[config.mk]
export PLATFORM = sky130hd
export DESIGN_NAME = double_ended_priority_queue_top
export DESIGN_NICKNAME = d
export VERILOG_FILES = /design/src/dep_pkg.sv /design/src/double_ended_priority_queue_top.sv /design/src/dep_ram.sv /design/src/dep_ctrl.sv /design/src/dep_dpath.sv
export VERILOG_INCLUDE_DIRS = /design/src /design/src/src
export SDC_FILE = /design/constraint.sdc
export NUM_CORES = 2
export LEC_CHECK = 0
export BUFFER_PORTS_ARGS = -buffer_cell sky130_fd_sc_hd__clkbuf_2
export CORE_ASPECT_RATIO = 0.8
export CORE_UTILIZATION = 45
export DETAILED_ROUTE_END_ITERATION = 10
export SLEW_MARGIN = 25
export SYNTH_ARGS = -nofsm -noshare
export SYNTH_HDL_FRONTEND = slang
export SYNTH_HIERARCHICAL = 1
export SYNTH_SLANG_ARGS = --single-unit
[constraint.sdc]
create_clock -name i_clk -period 6.2 [get_ports i_clk]
set_input_delay 1.55 -clock i_clk [delete_from_list [all_inputs] [get_ports i_clk]]
set_output_delay 1.55 -clock i_clk [all_outputs]
set_load 0.005 [all_outputs]
[src/double_ended_priority_queue_top_defines.svh]
// Assertion macros used by the queue's top module.
`ifndef DOUBLE_ENDED_PRIORITY_QUEUE_TOP_DEFINES_SVH
`define DOUBLE_ENDED_PRIORITY_QUEUE_TOP_DEFINES_SVH

// same-cycle implication, clocked on i_clk, off while i_rst_n is low
`define DEP_ASSERT_NOW(lbl, ante, cons) \
    lbl: assert property (@(posedge i_clk) disable iff (!i_rst_n) (ante) |-> (cons)) \
        else $error("dep: same-cycle check failed");

// next-cycle implication
`define DEP_ASSERT_NEXT(lbl, ante, cons) \
    lbl: assert property (@(posedge i_clk) disable iff (!i_rst_n) (ante) |=> (cons)) \
        else $error("dep: next-cycle check failed");

`endif

[src/dep_pkg.sv]
package dep_pkg;

    localparam int DEF_CAPACITY = 64;
    localparam int KEY_W        = 32;
    localparam int KCNT_W       = 7;
    localparam int CMD_W        = 2;
    localparam int STATUS_W     = 2;

    localparam logic [CMD_W-1:0] CMD_INSERT  = 2'd0;
    localparam logic [CMD_W-1:0] CMD_DEL_MAX = 2'd1;
    localparam logic [CMD_W-1:0] CMD_DEL_MIN = 2'd2;

    localparam logic [STATUS_W-1:0] ST_DONE  = 2'd0;
    localparam logic [STATUS_W-1:0] ST_FULL  = 2'd1;
    localparam logic [STATUS_W-1:0] ST_EMPTY = 2'd2;

    typedef enum logic [3:0] {
        S_IDLE,
        S_DECIDE,
        S_INS_RD,
        S_INS_CMP,
        S_INS_PUT,
        S_DMIN_RD,
        S_DMIN_MV,
        S_FETCH_LO,
        S_FETCH_HI,
        S_FETCH_END,
        S_FINISH
    } t_state;

    typedef enum logic [3:0] {
        OP_NONE,
        OP_LOAD,
        OP_DECIDE,
        OP_INS_RD,
        OP_INS_CMP,
        OP_INS_PUT,
        OP_DMIN_RD,
        OP_DMIN_MV,
        OP_FETCH_LO,
        OP_FETCH_HI,
        OP_FETCH_END,
        OP_RESULT
    } t_dp_op;

    typedef struct packed {
        logic is_ins;
        logic is_dmin;
        logic empty;
        logic full;
        logic one;
        logic greater;
        logic pos_one;
        logic more;
        logic out_free;
    } t_dp_stat;

endpackage

[src/double_ended_priority_queue_top.sv]
// Double-ended priority queue of signed 32-bit keys, duplicates kept.
// Input channel (i_valid / o_ready): one command per item, i_command
//   insert, delete maximum or delete minimum, with i_key_value for inserts.
// Output channel (o_valid / i_ready): one result per item: largest and
//   smallest key, count (low 7 bits), empty flag and status.
// Keys sit in ascending order in a single RAM (one write, one registered
// read per cycle); a sequencer moves one key per cycle. An insert takes longer
// the more stored keys are greater than the new key; a delete minimum of more
// than one key takes longer the more keys are stored. Before the result is
// loaded, the fetch states read the lowest and highest entries back.
// One item is in work at a time; o_ready rises in the same cycle as o_valid,
// so no new item is taken until the last one's result is loaded. A result
// waits in the output register; if the receiver still stalls when the next
// result is ready, the sequencer holds it and input stays blocked.
// Reset (synchronous, active low) empties the queue and drops any result
// not yet taken. RAM contents are not cleared; only entries below the count
// are ever used, so no clearing pass is needed.
`include "double_ended_priority_queue_top_defines.svh"

module double_ended_priority_queue_top #(
    parameter int CAPACITY = dep_pkg::DEF_CAPACITY
) (
    input  logic                             i_clk,
    input  logic                             i_rst_n,
    input  logic                             i_valid,
    output logic                             o_ready,
    input  logic [dep_pkg::CMD_W-1:0]        i_command,
    input  logic signed [dep_pkg::KEY_W-1:0] i_key_value,
    output logic                             o_valid,
    input  logic                             i_ready,
    output logic signed [dep_pkg::KEY_W-1:0] o_max_key,
    output logic signed [dep_pkg::KEY_W-1:0] o_min_key,
    output logic [dep_pkg::KCNT_W-1:0]       o_key_count,
    output logic                             o_is_empty,
    output logic [dep_pkg::STATUS_W-1:0]     o_status
);

    dep_pkg::t_dp_op   w_op;
    dep_pkg::t_dp_stat w_stat;

    // sequencer
    dep_ctrl u_ctrl (
        .i_clk  (i_clk),
        .i_rst_n(i_rst_n),
        .i_valid(i_valid),
        .o_ready(o_ready),
        .i_stat (w_stat),
        .o_op   (w_op)
    );

    // key store, count, pointers and result register
    dep_dpath #(
        .CAPACITY(CAPACITY)
    ) u_dpath (
        .i_clk      (i_clk),
        .i_rst_n    (i_rst_n),
        .i_op       (w_op),
        .o_stat     (w_stat),
        .i_command  (i_command),
        .i_key_value(i_key_value),
        .i_out_ready(i_ready),
        .o_out_valid(o_valid),
        .o_max_key  (o_max_key),
        .o_min_key  (o_min_key),
        .o_key_count(o_key_count),
        .o_is_empty (o_is_empty),
        .o_status   (o_status)
    );

    // an accepted item always keeps the sequencer busy for the next cycle
    `DEP_ASSERT_NEXT(a_busy_after_accept, i_valid && o_ready, !o_ready)
    // a delete on an empty store must leave it empty
    `DEP_ASSERT_NOW(a_empty_status, o_valid && (o_status == dep_pkg::ST_EMPTY), o_is_empty)
    // empty store reports zero keys
    `DEP_ASSERT_NOW(a_empty_zero, o_valid && o_is_empty, (o_max_key == 0) && (o_min_key == 0))
    // ordering of the two ends
    `DEP_ASSERT_NOW(a_order, o_valid && !o_is_empty, o_max_key >= o_min_key)

endmodule

[src/dep_ram.sv]
module dep_ram #(
    parameter int WIDTH = dep_pkg::KEY_W,
    parameter int DEPTH = dep_pkg::DEF_CAPACITY,
    localparam int AW   = (DEPTH > 1) ? $clog2(DEPTH) : 1
) (
    input  logic             i_clk,
    input  logic             i_we,
    input  logic [AW-1:0]    i_waddr,
    input  logic [WIDTH-1:0] i_wdata,
    input  logic [AW-1:0]    i_raddr,
    output logic [WIDTH-1:0] o_rdata
);

    logic [WIDTH-1:0] r_mem [DEPTH];
    logic [WIDTH-1:0] r_rdata;

    always_ff @(posedge i_clk) begin
        if (i_we) begin
            r_mem[i_waddr] <= i_wdata;
        end
        r_rdata <= r_mem[i_raddr];
    end

    assign o_rdata = r_rdata;

endmodule

[src/dep_ctrl.sv]
module dep_ctrl (
    input  logic              i_clk,
    input  logic              i_rst_n,
    input  logic              i_valid,
    output logic              o_ready,
    input  dep_pkg::t_dp_stat i_stat,
    output dep_pkg::t_dp_op   o_op
);

    dep_pkg::t_state r_state;
    dep_pkg::t_state n_state;

    always_ff @(posedge i_clk) begin
        if (!i_rst_n) begin
            r_state <= dep_pkg::S_IDLE;
        end else begin
            r_state <= n_state;
        end
    end

    // next state
    always_comb begin
        n_state = r_state;
        case (r_state)
            dep_pkg::S_IDLE: begin
                if (i_valid) n_state = dep_pkg::S_DECIDE;
            end
            dep_pkg::S_DECIDE: begin
                n_state = dep_pkg::S_FETCH_LO;
                if (i_stat.is_ins) begin
                    if (i_stat.full)       n_state = dep_pkg::S_FETCH_LO;
                    else if (i_stat.empty) n_state = dep_pkg::S_INS_PUT;
                    else                   n_state = dep_pkg::S_INS_RD;
                end else if (i_stat.is_dmin && !i_stat.empty && !i_stat.one) begin
                    n_state = dep_pkg::S_DMIN_RD;
                end
            end
            dep_pkg::S_INS_RD:  n_state = dep_pkg::S_INS_CMP;
            dep_pkg::S_INS_CMP: begin
                if (!i_stat.greater)     n_state = dep_pkg::S_FETCH_LO;
                else if (i_stat.pos_one) n_state = dep_pkg::S_INS_PUT;
            end
            dep_pkg::S_INS_PUT:   n_state = dep_pkg::S_FETCH_LO;
            dep_pkg::S_DMIN_RD:   n_state = dep_pkg::S_DMIN_MV;
            dep_pkg::S_DMIN_MV: begin
                if (!i_stat.more) n_state = dep_pkg::S_FETCH_LO;
            end
            dep_pkg::S_FETCH_LO:  n_state = dep_pkg::S_FETCH_HI;
            dep_pkg::S_FETCH_HI:  n_state = dep_pkg::S_FETCH_END;
            dep_pkg::S_FETCH_END: n_state = dep_pkg::S_FINISH;
            dep_pkg::S_FINISH: begin
                if (i_stat.out_free) n_state = dep_pkg::S_IDLE;
            end
            default: n_state = dep_pkg::S_IDLE;
        endcase
    end

    // outputs
    always_comb begin
        o_ready = 1'b0;
        o_op    = dep_pkg::OP_NONE;
        case (r_state)
            dep_pkg::S_IDLE: begin
                o_ready = 1'b1;
                if (i_valid) o_op = dep_pkg::OP_LOAD;
            end
            dep_pkg::S_DECIDE:    o_op = dep_pkg::OP_DECIDE;
            dep_pkg::S_INS_RD:    o_op = dep_pkg::OP_INS_RD;
            dep_pkg::S_INS_CMP:   o_op = dep_pkg::OP_INS_CMP;
            dep_pkg::S_INS_PUT:   o_op = dep_pkg::OP_INS_PUT;
            dep_pkg::S_DMIN_RD:   o_op = dep_pkg::OP_DMIN_RD;
            dep_pkg::S_DMIN_MV:   o_op = dep_pkg::OP_DMIN_MV;
            dep_pkg::S_FETCH_LO:  o_op = dep_pkg::OP_FETCH_LO;
            dep_pkg::S_FETCH_HI:  o_op = dep_pkg::OP_FETCH_HI;
            dep_pkg::S_FETCH_END: o_op = dep_pkg::OP_FETCH_END;
            dep_pkg::S_FINISH: begin
                if (i_stat.out_free) o_op = dep_pkg::OP_RESULT;
            end
            default: o_op = dep_pkg::OP_NONE;
        endcase
    end

endmodule

[src/dep_dpath.sv]
module dep_dpath #(
    parameter int CAPACITY = dep_pkg::DEF_CAPACITY
) (
    input  logic                                i_clk,
    input  logic                                i_rst_n,
    input  dep_pkg::t_dp_op                     i_op,
    output dep_pkg::t_dp_stat                   o_stat,
    input  logic [dep_pkg::CMD_W-1:0]           i_command,
    input  logic signed [dep_pkg::KEY_W-1:0]    i_key_value,
    input  logic                                i_out_ready,
    output logic                                o_out_valid,
    output logic signed [dep_pkg::KEY_W-1:0]    o_max_key,
    output logic signed [dep_pkg::KEY_W-1:0]    o_min_key,
    output logic [dep_pkg::KCNT_W-1:0]          o_key_count,
    output logic                                o_is_empty,
    output logic [dep_pkg::STATUS_W-1:0]        o_status
);

    localparam int AW = (CAPACITY > 1) ? $clog2(CAPACITY) : 1;
    localparam int CW = $clog2(CAPACITY + 1);
    localparam int KW = dep_pkg::KCNT_W;
    localparam int DW = dep_pkg::KEY_W;

    logic [dep_pkg::CMD_W-1:0]    r_cmd;
    logic [DW-1:0]                r_key;
    logic [AW-1:0]                r_pos;
    logic [CW-1:0]                r_count;
    logic [dep_pkg::STATUS_W-1:0] r_status;
    logic [DW-1:0]                r_min;
    logic [DW-1:0]                r_max;
    logic                         r_out_valid;
    logic [DW-1:0]                r_out_max;
    logic [DW-1:0]                r_out_min;
    logic [KW-1:0]                r_out_count;
    logic                         r_out_empty;
    logic [dep_pkg::STATUS_W-1:0] r_out_status;

    logic          w_we;
    logic [AW-1:0] w_waddr;
    logic [DW-1:0] w_wdata;
    logic [AW-1:0] w_raddr;
    logic [DW-1:0] w_rdata;

    logic              w_empty;
    logic              w_full;
    logic              w_one;
    logic              w_greater;
    logic              w_more;
    logic              w_is_ins;
    logic              w_is_dmax;
    logic              w_is_dmin;

    assign w_is_ins  = (r_cmd == dep_pkg::CMD_INSERT);
    assign w_is_dmax = (r_cmd == dep_pkg::CMD_DEL_MAX);
    assign w_is_dmin = (r_cmd == dep_pkg::CMD_DEL_MIN);
    assign w_empty   = (r_count == '0);
    assign w_full    = (r_count >= CW'(CAPACITY));
    assign w_one     = (r_count == CW'(1));
    assign w_greater = ($signed(w_rdata) > $signed(r_key));
    assign w_more    = ((CW'(r_pos) + CW'(1)) < r_count);

    always_comb begin
        o_stat          = '0;
        o_stat.is_ins   = w_is_ins;
        o_stat.is_dmin  = w_is_dmin;
        o_stat.empty    = w_empty;
        o_stat.full     = w_full;
        o_stat.one      = w_one;
        o_stat.greater  = w_greater;
        o_stat.pos_one  = (r_pos == AW'(1));
        o_stat.more     = w_more;
        o_stat.out_free = !r_out_valid || i_out_ready;
    end

    // memory port steering
    always_comb begin
        w_we    = 1'b0;
        w_waddr = '0;
        w_wdata = r_key;
        w_raddr = '0;
        case (i_op)
            dep_pkg::OP_INS_RD: w_raddr = r_pos - AW'(1);
            dep_pkg::OP_INS_CMP: begin
                w_we    = 1'b1;
                w_waddr = r_pos;
                w_wdata = w_greater ? w_rdata : r_key;
                w_raddr = r_pos - AW'(2);
            end
            dep_pkg::OP_INS_PUT: begin
                w_we    = 1'b1;
                w_waddr = r_pos;
            end
            dep_pkg::OP_DMIN_RD: w_raddr = r_pos;
            dep_pkg::OP_DMIN_MV: begin
                w_we    = 1'b1;
                w_waddr = r_pos - AW'(1);
                w_wdata = w_rdata;
                w_raddr = r_pos + AW'(1);
            end
            dep_pkg::OP_FETCH_HI: w_raddr = AW'(r_count - CW'(1));
            default: w_raddr = '0;
        endcase
    end

    dep_ram #(
        .WIDTH(DW),
        .DEPTH(CAPACITY)
    ) u_ram (
        .i_clk  (i_clk),
        .i_we   (w_we),
        .i_waddr(w_waddr),
        .i_wdata(w_wdata),
        .i_raddr(w_raddr),
        .o_rdata(w_rdata)
    );

    // control state
    always_ff @(posedge i_clk) begin
        if (!i_rst_n) begin
            r_count     <= '0;
            r_out_valid <= 1'b0;
        end else begin
            case (i_op)
                dep_pkg::OP_DECIDE: begin
                    if ((w_is_dmax && !w_empty) || (w_is_dmin && w_one)) begin
                        r_count <= r_count - CW'(1);
                    end
                end
                dep_pkg::OP_INS_CMP: begin
                    if (!w_greater) r_count <= r_count + CW'(1);
                end
                dep_pkg::OP_INS_PUT: r_count <= r_count + CW'(1);
                dep_pkg::OP_DMIN_MV: begin
                    if (!w_more) r_count <= r_count - CW'(1);
                end
                default: r_count <= r_count;
            endcase
            if (i_op == dep_pkg::OP_RESULT) begin
                r_out_valid <= 1'b1;
            end else if (i_out_ready) begin
                r_out_valid <= 1'b0;
            end
        end
    end

    // payload
    always_ff @(posedge i_clk) begin
        case (i_op)
            dep_pkg::OP_LOAD: begin
                r_cmd <= i_command;
                r_key <= i_key_value;
                r_pos <= (i_command == dep_pkg::CMD_INSERT) ? AW'(r_count) : AW'(1);
            end
            dep_pkg::OP_DECIDE: begin
                if (w_is_ins && w_full) begin
                    r_status <= dep_pkg::ST_FULL;
                end else if ((w_is_dmax || w_is_dmin) && w_empty) begin
                    r_status <= dep_pkg::ST_EMPTY;
                end else begin
                    r_status <= dep_pkg::ST_DONE;
                end
            end
            dep_pkg::OP_INS_CMP: begin
                if (w_greater) r_pos <= r_pos - AW'(1);
            end
            dep_pkg::OP_DMIN_MV: begin
                if (w_more) r_pos <= r_pos + AW'(1);
            end
            dep_pkg::OP_FETCH_HI:  r_min <= w_empty ? '0 : w_rdata;
            dep_pkg::OP_FETCH_END: r_max <= w_empty ? '0 : w_rdata;
            dep_pkg::OP_RESULT: begin
                r_out_max    <= r_max;
                r_out_min    <= r_min;
                // count reported modulo 128
                r_out_count  <= KW'(r_count);
                r_out_empty  <= w_empty;
                r_out_status <= r_status;
            end
            default: r_pos <= r_pos;
        endcase
    end

    assign o_out_valid = r_out_valid;
    assign o_max_key   = $signed(r_out_max);
    assign o_min_key   = $signed(r_out_min);
    assign o_key_count = r_out_count;
    assign o_is_empty  = r_out_empty;
    assign o_status    = r_out_status;

endmodule
## Word level (Yosys, flattened, before mapping)

Memories as Yosys holds them, arrays and structs flattened. A register that Yosys moved wholly into a read port is not among the register bits.
Index checks and enable logic that the tools add are counted.

- Register bits after elaboration: 192
- RAM bits: 2,048
- Bits of input ports: 38
- Output and inout bits: 76
- Word-level logic and storage cells: 114
- Memories kept: 1

- $add $sub $neg: 6
- Magnitude comparators: 3
- Equality and inequality tests: 33
- Muxes and demuxes: 33
- Reductions and logical operators: 24

Memories:

| name | words | width | rd ports | clocked after Yosys merged registers in | wr ports | line | RTL |
|---|---|---|---|---|---|---|---|
| u_dpath.u_ram.r_mem | 64 | 32 | 1 | 1 | 1 | dep_ram.sv:14 | `logic [WIDTH-1:0] r_mem [DEPTH];` |

Operator list:

| cell | number |
|---|---|
| $pmux W4 S11 | 2 |
| $mux W32 | 2 |
| $pmux W32 S2 | 1 |
| $eq A4 B3 Y1 const B | 8 |
| $gt A32 B32 Y1 | 1 |
| $mux W4 | 8 |
| $pmux W6 S5 | 1 |
| $pmux W7 S4 | 1 |
| $eq A4 B4 Y1 const B | 6 |
| $mux W7 | 3 |
| $mux W6 | 3 |
| $pmux W6 S3 | 1 |
| $eq A4 B2 Y1 const B | 4 |
| $pmux W6 S2 | 1 |
| $eq A4 B1 Y1 const B | 2 |
| $ne A2 B1 Y1 const B | 4 |
| $ne A2 B2 Y1 const B | 4 |
| $reduce_and A4 Y1 | 2 |
| $add A6 B1 Y7 const B | 1 |
| $add A7 B1 Y7 const B | 1 |
| $eq A7 B1 Y1 const B | 1 |
| $ge A7 B7 Y1 const B | 1 |
| $logic_not A7 Y1 | 1 |
| $lt A7 B7 Y1 | 1 |
| 22 further kinds | 39 |

## Longest topological paths before layout

- Depth after elaboration: 9
- Depth in mapped cells: 22
- Gate-level depth less buffers: 17

## By module

Netlist, hierarchy kept.

By module, submodules not included:

| module | times used | cells an instance | area each (um^2) | seq. area each (um^2) |
|---|---|---|---|---|
| dep_ram | 1 | 3,324 | 78,515.3 | 62,139.6 |
| dep_dpath | 1 | 603 | 8,580.7 | 5,565.3 |
| dep_ctrl | 1 | 54 | 442.9 | 80.1 |

## Worst setup path after synthesis

OpenSTA, ideal clock, no wires.

- Path type: input-to-reg
- Start: input port i_ready
- End: memory u_dpath/u_ram/r_mem[49][0] (netlist bit) (enable)
- Setup time: 461 ps
- Arrival time: 5,902 ps
- Data required time: 5,739 ps
- Path slack: -163 ps
- Stages: 14
- Buffers on the path: 4
- Path through: nand2b_1 inv_1 o21ai_0 a31o_2 clkbuf_1 nand2b_1 buf_2 nor2_1 clkbuf_1 nand2_1 o21ai_0 clkbuf_1 nand4_1 nor3_1

- Elaborated cells between the ends (all ways): 12
- Classes of those cells: eq/ne: 3; mux: 6; reduce/logical: 3

RTL lines:

| what | line | RTL |
|---|---|---|
| from (decl) | double_ended_priority_queue_top.sv:30 | `input logic i_ready,` |
| $logic_or A1 B1 Y1 * | dep_dpath.sv:72 | `o_stat.out_free = !r_out_valid \|\| i_out_ready;` |
| $mux W4 * | dep_ctrl.sv:77 | `if (i_stat.out_free) o_op = dep_pkg::OP_RESULT;` |
| $pmux W4 S11 * | dep_ctrl.sv:62 | `case (r_state)` |
| named net w_op[3] | double_ended_priority_queue_top.sv:38 | `dep_pkg::t_dp_op w_op;` |
| $eq A4 B3 Y1 | dep_dpath.sv:81 | `case (i_op)` |
| $reduce_or A2 Y1 (no source line) | n/a |  |
| $pmux W6 S2 * | dep_dpath.sv:81 |  |
| named net u_dpath.w_waddr[4] | dep_dpath.sv:39 | `logic [AW-1:0] w_waddr;` |
| to (decl) | dep_ram.sv:14 |  |

The timed path passes the listed nets; every way through them passes the cells marked *.

==> out/results.txt <==
Final Critical Period: 5880 ps
Critical path type: input pin to flip-flop
Mapped Avg Cell Area: 22.0 um2
Slew margin rel.: 30.7%
Worst R2R Path Depth: 16
MaxCap Viol Count: 0
Pin count of the biggest net entering global routing: 96
First-pass GRT wire length: 326 mm
Clk slew on worst S/H paths: 60 ps
Pwr/cell area: 563 mW/mm2
Internal power: 35.7 mW
Syn-to-layout area delta: 14.2%
Synthesized area: 0.0875 mm2
Post-DP HPWL: 136 mm
Vias in the first global route: 42065
Gpl congestion: 0.848
Clk_lat worst skew: 850 ps
Yosys top cell area share: 76.4%
Antenna-violating nets left: 0
Global route overflow: 0
Initial antenna violation count: 21
DRT iter0 DRCs: 5847
Sw Pwr: 20.6 mW
F_max: 0.170 GHz
Worst Path Arrival: 6560 ps
Fill cells: 14754
Synth Register Bits: 2272
Clock Power Share: 22.7%
Total number of vias: 43032
I/O pins: 114
Pins Over Slew Limit: 0
Startpoint Class: input pin
Area leader, netlist: edfxtp_1
Area after DPL: 0.0932 mm2
Full die area: 0.196 mm2
Hold Path Origin: u_dpath/r_max[13]
Layout Cells excl Fill: 7049
Setup tns final: 0 ps
Hold Path Sink: u_dpath/o_max_key[13]
Die Wd: 495 um
CP Capture Type: flip-flop
Slew @ Worst Pin: 1040 ps
Synthesized Nets: 4070
Critical Path Fanout Max: 26
Final setup fails: 0
Ys flop type: edfxtp_1
Min Hold Slack: 407 ps
# hold bufs at CTS: 0
Initial Util: 45.4%
Post-layout util: 51.8%
R2R setup slack: 430 ps
Final worst-path cycle share: 94.8%
WHS Path Cells: 0
Drt drc: 0
Status: finished clean
CTS H-tree depth: 4
Comb power frac: 40.0%
Final Hold Viols: 0
Core area: 0.193 mm2
Drt total wl: 232 mm
Setup Skew: 50.5 ps
Finished Cell Area: 0.100 mm2
Seq/Total Area, Yosys: 77.4%
VDD IR max: 349 uV
IO Port Bufs: 113
Root Buffer: clkbuf_16
Row count: 144
Max clock buf depth: 3
# resized after CTS: 0
Reg2reg end: u_dpath/u_ram/o_rdata[28]
Mapped Cells: 3981
CTS buffer count: 210
Worst hold path class: flip-flop to flip-flop
Layout Nets: 4404
Placed Cells incl. Taps: 6658
Ratio of cells with drive above 1 in the final layout: 29.2%
Gr usage total: 23.7%
CTS tree: yes
Commonest cells in the netlist: edfxtp_1 (2228), mux4_2 (544), nor2_1 (161)
RSZ-0062 raised after global routing: false
Die extent in y: 396 um
Via-to-Cell Ratio: 6.10
Yosys warning total: 6
Worst r2r src: u_ctrl/r_state[1]
Post-synth EDFFs: 2228
CTS Sinks: 2272
Ys async rst share: 0%
Top-count cell post-synth: edfxtp_1
Area contributors post-synth: edfxtp_1 (76%), mux4_2 (14%), mux2i_1 (1.1%)
Netlist cell types: 77
Worst EP required: 6880 ps
Setup Buffers After CTS: 0
Switching share of power: 36.6%
DRT Pass-1 Iters: 6
Sequential power share: 37.3%
Avg WL per Cell: 32.8 um
Leakage: 30.9 nW
[per-stage QoR]
step / setup slack (ps) / power [mW]
after CTS: 548 / 56.3
final: 321 / 56.3
after global routing: 190 / 58.2
after global placement: -339 / 43.4
after floorplan: 60.8 / 34.1
after detailed placement: -357 / 43.6
[layout by cell type (no fill, tap or decap), types with 14 or more instances in the layout]
| master | instances |
|---|---|
| buf_12 | 56 |
| nand3_1 | 15 |
| nor2_4 | 64 |
| nand2_1 | 68 |
| nor2_1 | 97 |
| o221ai_1 | 29 |
| buf_4 | 171 |
| clkinv_1 | 26 |
| clkbuf_16 | 214 |
| clkbuf_1 | 60 |
| dfxtp_1 | 44 |
| edfxtp_1 | 2228 |
| mux4_2 | 544 |
| a22oi_1 | 16 |
| and2_1 | 36 |
| clkinv_2 | 43 |
| nand2b_1 | 14 |
| mux2_4 | 30 |
| ha_1 | 51 |
| a21oi_1 | 87 |
| inv_1 | 54 |
| clkbuf_2 | 113 |
| o22ai_1 | 86 |
| bufinv_16 | 16 |
| nor3_1 | 14 |
| o21ai_0 | 17 |
| mux2i_1 | 98 |
| nor2b_1 | 18 |
[registers in the layout, indices dropped and copies added (netlist names)]
signal and flops:
u_dpath/u_ram/r_mem 2048, u_dpath/o_max_key 32, u_dpath/o_min_key 32, u_dpath/r_key 32
u_dpath/r_max 32, u_dpath/r_min 32, u_dpath/u_ram/o_rdata 32, u_dpath/o_key_count 7
u_dpath/r_count 7, u_dpath/r_pos 6, u_ctrl/r_state 4, u_dpath/o_status 2
u_dpath/r_cmd 2, u_dpath/r_status 2, u_dpath/o_is_empty 1, u_dpath/o_out_valid 1
[cells by family (layout without fill, tap and decap cells)]
| group | after synthesis | in the layout | share of synthesized area [%] |
|---|---|---|---|
| AO/OA/AOI/OAI | 312 | 312 | 2.41 |
| XOR/XNOR | 16 | 16 | 0.160 |
| adder cells (fa/ha/maj) | 51 | 51 | 0.729 |
| buffers and inverters | 272 | 783 | 1.49 |
| flip-flops | 2272 | 2272 | 77.4 |
| multiplexers | 674 | 674 | 15.7 |
| other | 0 | 2 | 0 |
| AND/OR/NAND/NOR | 384 | 384 | 2.11 |
[layout make-up]
| cell class | count | area (um2) | area share [%] |
|---|---|---|---|
| sequential | 2272 | 67800 | 67.8 |
| multi-input combinational | 1437 | 19000 | 19.0 |
| clock buffer | 285 | 5730 | 5.73 |
| tap | 2555 | 3200 | 3.20 |
| timing repair buffer | 340 | 2970 | 2.97 |
| clock inverter | 104 | 1020 | 1.02 |
| inverter | 54 | 203 | 0.203 |
| antenna | 2 | 5.00 | 0.00501 |
[per-layer routing]
layer / GRT usage [%] / part of all wire (%)
met5: 0 / 0
met4: 5.17 / 2.0
met1: 36.9 / 44
met3: 4.97 / 10
met2: 34.5 / 44
[power groups by stage]
stage | Sequential (mW) | Clock [mW] | Combinational [mW]
after floorplan | 20.7 | 0 | 13.3
after global placement | 21.3 | 0 | 22.1
after detailed placement | 21.3 | 0 | 22.3
after CTS | 20.9 | 13.0 | 22.4
after global routing | 21.0 | 13.6 | 23.6
final | 21.0 | 12.8 | 22.5
[worst max path at each step]
stage,startpoint,to,slack (ps),cells past startpoint
after floorplan,i_ready,u_dpath/o_is_empty,60,6
after global placement,i_ready,u_dpath/u_ram/o_rdata[7],-340,16
after detailed placement,i_ready,u_dpath/u_ram/o_rdata[28],-360,16
after CTS,i_ready,u_dpath/u_ram/o_rdata[28],550,16
after global routing,i_ready,u_dpath/u_ram/o_rdata[28],190,16
final,i_ready,u_dpath/u_ram/o_rdata[28],320,16
[worst max-delay path, cell delays in order]
cell      delay [ps]
clkbuf_2          70
nand2b_1         170
inv_1            100
a21o_1           180
a221oi_1         470
nand2_1          320
or3_1            560
o221ai_4         300
buf_12           210
buf_12           220
buf_4            310
mux4_2           340
mux2i_1          410
a21oi_1          320
a21oi_1          820
nor2_1            90
Note: power is estimated with default switching activity, not from simulation.
